==> src/rtl/dep_pkg.sv <==
// Package for the double-ended priority queue: sizes, codes and shared types.
package dep_pkg;

  // Store depth and derived widths
  localparam int CAPACITY = 256;
  localparam int CNT_W    = $clog2(CAPACITY + 1);
  localparam int DATA_W   = 32;

  // Top-entry selection is done in groups, one register per group, all in one register stage
  localparam int GROUP    = 16;
  localparam int NGROUP   = (CAPACITY + GROUP - 1) / GROUP;

  typedef logic signed [DATA_W-1:0] data_t;

  // Request command codes; code 3 is a no-op
  typedef enum logic [1:0] {
    CMD_INSERT  = 2'd0,
    CMD_DEL_MIN = 2'd1,
    CMD_DEL_MAX = 2'd2
  } cmd_t;

  // Operation broadcast to every cell
  typedef enum logic {
    OP_INSERT  = 1'b0,
    OP_DEL_MIN = 1'b1
  } cell_op_t;

  typedef struct packed {
    logic     en;
    cell_op_t op;
    data_t    value;
  } cell_ctrl_t;

  // Sequencer states
  typedef enum logic [1:0] {
    ST_IDLE = 2'd0,
    ST_SEL  = 2'd1,
    ST_OUT  = 2'd2
  } state_t;

endpackage

==> src/rtl/dep_cell.sv <==
// One cell of the sorted chain: holds one value and shifts with its neighbors.
module dep_cell (
  input  logic                clk,
  input  dep_pkg::cell_ctrl_t ctrl,
  input  logic                occ,
  input  dep_pkg::data_t      below_value,
  input  logic                below_gt,
  input  dep_pkg::data_t      above_value,
  output dep_pkg::data_t      value,
  output logic                gt
);
  import dep_pkg::*;

  data_t value_r;
  data_t value_nxt;

  // Empty cells act as larger than any insert value
  assign gt = !occ || (value_r > ctrl.value);

  // Insert: take neighbor below if it also moves up, else take the new value
  // Delete minimum: take neighbor above
  always_comb begin
    value_nxt = value_r;
    case (ctrl.op)
      OP_INSERT: begin
        if (gt) begin
          value_nxt = below_gt ? below_value : ctrl.value;
        end
      end
      OP_DEL_MIN: value_nxt = above_value;
      default:    value_nxt = value_r;
    endcase
  end

  always_ff @(posedge clk) begin
    if (ctrl.en) begin
      value_r <= value_nxt;
    end
  end

  assign value = value_r;

endmodule

==> config.mk <==
export PLATFORM = sky130hd
export DESIGN_NAME = dep_cell
export DESIGN_NICKNAME = d
export VERILOG_FILES = /design/src/rtl/dep_pkg.sv /design/src/rtl/dep_cell.sv
export SDC_FILE = /design/constraint.sdc
export NUM_CORES = 1
export LEC_CHECK = 0
export BUFFER_PORTS_ARGS = -buffer_cell sky130_fd_sc_hd__buf_2
export CAP_MARGIN = 10
export CORE_MARGIN = 2
export CORE_UTILIZATION = 35
export DETAILED_ROUTE_END_ITERATION = 8
export GPL_ROUTABILITY_DRIVEN = 0
export HOLD_SLACK_MARGIN = 0.12
export PLACE_DENSITY = 0.75
export SYNTH_ARGS = -nofsm -noshare
export SYNTH_HDL_FRONTEND = slang
export SYNTH_SLANG_ARGS = --single-unit
==> constraint.sdc <==
create_clock -name clk -period 4.55 [get_ports clk]
set_input_delay 0.2275 -clock clk [delete_from_list [all_inputs] [get_ports clk]]
set_output_delay 0.2275 -clock clk [all_outputs]
set_load 0.01 [all_outputs]
Word level (Yosys, flattened, before mapping) --
Index checks and enable logic that the tools add are counted.
Word-level totals: output and inout bits 33, word-level logic and storage cells 10, register bits 32, bits of input ports 101
Operators by class: equal/unequal tests 1, bitwise operators 1, reductions and logical operators 3, order comparisons 1, mux-type cells 3
Operators by type and width (count):
- $mux W32 | 2
- $pmux W32 S2 | 1
- $gt A32 B32 Y1 | 1
- $ne A2 B2 Y1 const B | 1
- $reduce_and A2 Y1 | 1
- $logic_not A1 Y1 | 1
- $logic_or A1 B1 Y1 | 1
- $not A1 Y1 | 1

Longest topological paths before layout --
word-level depth 4, mapped depth 8, mapped depth without buffers 8

Least setup slack after synthesis --
No wires, ideal clock.
kind register to register, from reg value_r[21] (netlist: value[21]), to reg value_r[0] (netlist: value[0]) (enable), setup time 0.402 ns, arrival time 2.739 ns, setup slack 1.409 ns, clock period less this slack 3.141 ns, required time 4.148 ns, stages on the path, launching flop included 8, cell sequence edfxtp_1 ha_1 a21o_1 nand3_1 a211oi_1 nor4_1 mux2_4 a41oi_2
On the way: word-level cells in the longest chain between the ends 4
Ends and longest elaborated chain:
- from (decl) | line dep_cell.sv:14 | data_t value_r;
- from (signal assigned) | line dep_cell.sv:37 | value_r <= value_nxt;
- $gt A32 B32 Y1 | line dep_cell.sv:18 | assign gt = !occ || (value_r > ctrl.value);
- $logic_or A1 B1 Y1 | line dep_cell.sv:18
- $ne A2 B2 Y1 (no line)
- $reduce_and A2 Y1 (no line)
Every way passes these cells. A chain may end at the register's enable or synchronous reset.

Worst setup path in the final report --
from reg value_r[21] (netlist: value[21]), to reg value_r[27] (netlist: value[27]) (enable)
The elaborated chain is that of the path after synthesis.

==> impl_table.tex <==
\begin{tabular}{lr}
\hline
Metric & Value \\
\hline
\multicolumn{2}{l}{\textbf{Outcome}} \\
\quad Result of the run & finished, final reports clean \\
\multicolumn{2}{l}{\textbf{STA}} \\
\quad Final worst-path cycle share & 0.618 \\
\quad Final Hold Vio Count & 0 \\
\quad Unrepaired setup endpoints after global routing & no \\
\quad Maximum clock rate & 0.355 GHz \\
\quad Setup\_tns & 0 ns \\
\quad Final setup violating endpoints & 0 \\
\quad Number of pins exceeding their max-slew limit in the final report & 0 \\
\quad Setup clock skew after layout & 0.00616 ns \\
\quad Worst-case headroom to the max-slew limit & 0.345 \\
\quad Tightest Pin Transition & 0.983 ns \\
\quad Min Tclk post-route & 2.81 ns \\
\multicolumn{2}{l}{\textbf{Clock tree}} \\
\quad Insertion delay of the later-clocked pin in the worst-skew pair & 0.28 ns \\
\quad Clk pin slew, worst setup/hold paths & 0.07 ns \\
\quad Clock tree from TritonCTS & done \\
\quad \# hold bufs at CTS & 0 \\
\quad Number of buffers added by the clock tree synthesis step & 5 \\
\quad Post-CTS setup buffers & 0 \\
\quad Root Driver & clkbuf\_8 \\
\quad Count of H-tree levels built during CTS & 2 \\
\quad Maximum number of buffers from clock root to sink & 2 \\
\quad Clk sinks & 32 \\
\quad Post-CTS resize count & 0 \\
\multicolumn{2}{l}{\textbf{Logic synthesis}} \\
\quad Register bit total from synthesis & 32 \\
\quad Post-synthesis average cell area & 9.70 sq um \\
\quad Sequential fraction of the synthesis area & 0.385 \\
\quad Gate Count Post-Synth & 257 \\
\quad Cell accounting for the most synthesized area & edfxtp\_1 \\
\quad Post-synthesis instance area & 2490 sq um \\
\quad Synthesis Warnings & 0 \\
\quad Post-synthesis cell type count & 27 \\
\quad Post-synth net total & 390 \\
\quad Fraction of synthesized cell area taken by the top area cell type & 0.385 \\
\quad Biggest area contributors in the synthesized netlist & edfxtp\_1, ha\_1, mux2i\_1 \\
\multicolumn{2}{l}{\textbf{Die}} \\
\quad Core area & 6830 sq um \\
\quad Number of ports placed on the die boundary & 134 \\
\quad DIE HEIGHT & 88.4 microns \\
\quad Initial Util & 0.365 \\
\quad Die width & 88.4 microns \\
\quad Number of cell rows & 30 \\
\quad Full die area & 7820 sq um \\
\multicolumn{2}{l}{\textbf{Detailed routing}} \\
\quad Wire per inst & 13.2 microns \\
\quad Number of vias per cell & 4.65 \\
\quad Number of detailed-route iterations in the first pass & 4 \\
\quad Post-detailed-route count of antenna-violating nets & 0 \\
\quad Drt drc & 0 \\
\quad Wirelength, routed & 6370 microns \\
\quad DR iter-0 viols & 39 \\
\quad Overall via count from detail\_route & 2249 \\
\multicolumn{2}{l}{\textbf{Critical path}} \\
\quad CP max stage delay & 0.42 ns \\
\quad Worst EP required & 4.48 ns \\
\quad Arrival time of data at the critical path endpoint & 2.75 ns \\
\quad Critical Path Fanout Max & 32 \\
\quad Worst Setup End Kind & flip-flop \\
\quad Critical Setup Path Class & reg -> reg \\
\quad Worst path slowest cell & buf\_4 \\
\quad Sequence of cells on the critical path & ha\_1, a21o\_1, nand3\_1, a211oi\_1, nor4\_1, mux2\_4, a41oi\_4, buf\_4 \\
\quad Category of the worst setup path launch point & flip-flop \\
\multicolumn{2}{l}{\textbf{Global route}} \\
\quad Vias in the first global route & 2167 \\
\quad First-pass GRT wire length & 9650 microns \\
\quad Largest net degree at the start of global routing & 66 \\
\quad Antenna violations before repair & 0 \\
\quad Congestion Overflow GR & 0 \\
\quad Overall routing resource usage & 0.160 \\
\multicolumn{2}{l}{\textbf{Layout}} \\
\quad Most frequent cells in the layout & buf\_2, nand2\_1, inv\_1 \\
\quad Layout overhead on the synthesized area & 33.8\% \\
\quad Share of final-layout standard cells stronger than drive strength 1 & 0.384 \\
\quad Largest register FFs & 32 \\
\quad Leading cell type in the layout, fill and taps excluded & buf\_2 \\
\quad Antenna cell count & 0 \\
\quad Post-layout net count & 520 \\
\multicolumn{2}{l}{\textbf{Min path}} \\
\quad Class of the tightest hold or removal check & in -> reg \\
\multicolumn{2}{l}{\textbf{Power}} \\
\quad Leakage power & 1.74 nW \\
\quad Worst IR drop on VDD & 114 uV \\
\quad Total power per unit cell area & 247 nW/um\^{}2 \\
\quad Power consumption & 0.823 mW \\
\multicolumn{2}{l}{\textbf{Job}} \\
\quad \# Max-Cap Violations & 0 \\
\multicolumn{2}{l}{\textbf{Place}} \\
\quad Post-DP HPWL & 5120 microns \\
\quad Port Buffers & 133 \\
\hline
\end{tabular}
[final timing paths]
kind	startpoint	endpoint	slack [ns]	cells after the start
setup / recovery	value[21]	value[27]	1.74	8
hold / removal	above_value[21]	value[21]	0.22	3
setup reg to reg	value[21]	value[27]	1.74	8
hold reg to reg	value[31]	value[30]	1.37	4
[per-stage QoR]
stage	setup WS, ns	hold slack, ns	cells	utilization	instance area [sq um]
finish	1.74	0.221	484	0.488	3340
detailed placement	1.77	0.513	476	0.476	3250
global placement	1.83	0.511	476	0.476	3250
CTS	1.73	0.217	484	0.488	3340
floorplan	1.41	0.415	257	-	2490
global route	1.56	0.218	484	0.488	3340
[layout make-up]
class	count	area, sq um
Fill cell	687	3500
Clock inverter	3	13.8
Tap cell	96	120
Sequential cell	32	961
Multi-Input combinational cell	179	1370
Clock buffer	5	68.8
Inverter	35	131
Timing Repair Buffer	134	673
[cells by family (layout without fill, tap and decap cells)]
family,Yosys count,after routing,share of synthesized area
AOI/OAI and AO/OA,57,57,0.132
adders and majority gates,32,32,0.161
buffers and inverters,46,177,0.0707
DFF,32,32,0.385
muxes,33,33,0.134
and+or+nand+nor,57,57,0.117
[worst max-delay path: cells and delay by family (launching register included)]
kind                       cells  cell delay, ns
and+or+nand+nor                2            0.48
AOI/OAI and AO/OA              3            0.45
buffers and inverters          1            0.42
DFF                            1            0.40
muxes                          1            0.36
adders and majority gates      1            0.34
[synth_stat cells, drive strengths merged]
cell type and instances:
o21ai 36, buf 3, mux2i 32, a2111oi 1, a211oi 1, nand4 7, ha 32, nand2 36
nor4 3, a21oi 12, edfxtp 32, nor2b 1, a221oi 1, or3b 1, nor2 1, a41oi 1
mux2 1, a21o 4, clkbuf 8, inv 35, a21boi 1, and2 1, nand3 7
[routing by layer]
layer  vias up  part of all wire  GRT usage
met5         -                 0          0
met4         0             0.016     0.0565
met3         9             0.059     0.0345
met2        81              0.49      0.285
met1       978              0.43      0.190
li1       1181                 -          -
[where the power goes]
group | internal [mW] | switching [mW]
combinational | 0.111 | 0.129
sequential | 0.359 | 0.0134
clock | 0.104 | 0.108
Note: power is estimated with default switching activity, not from simulation.
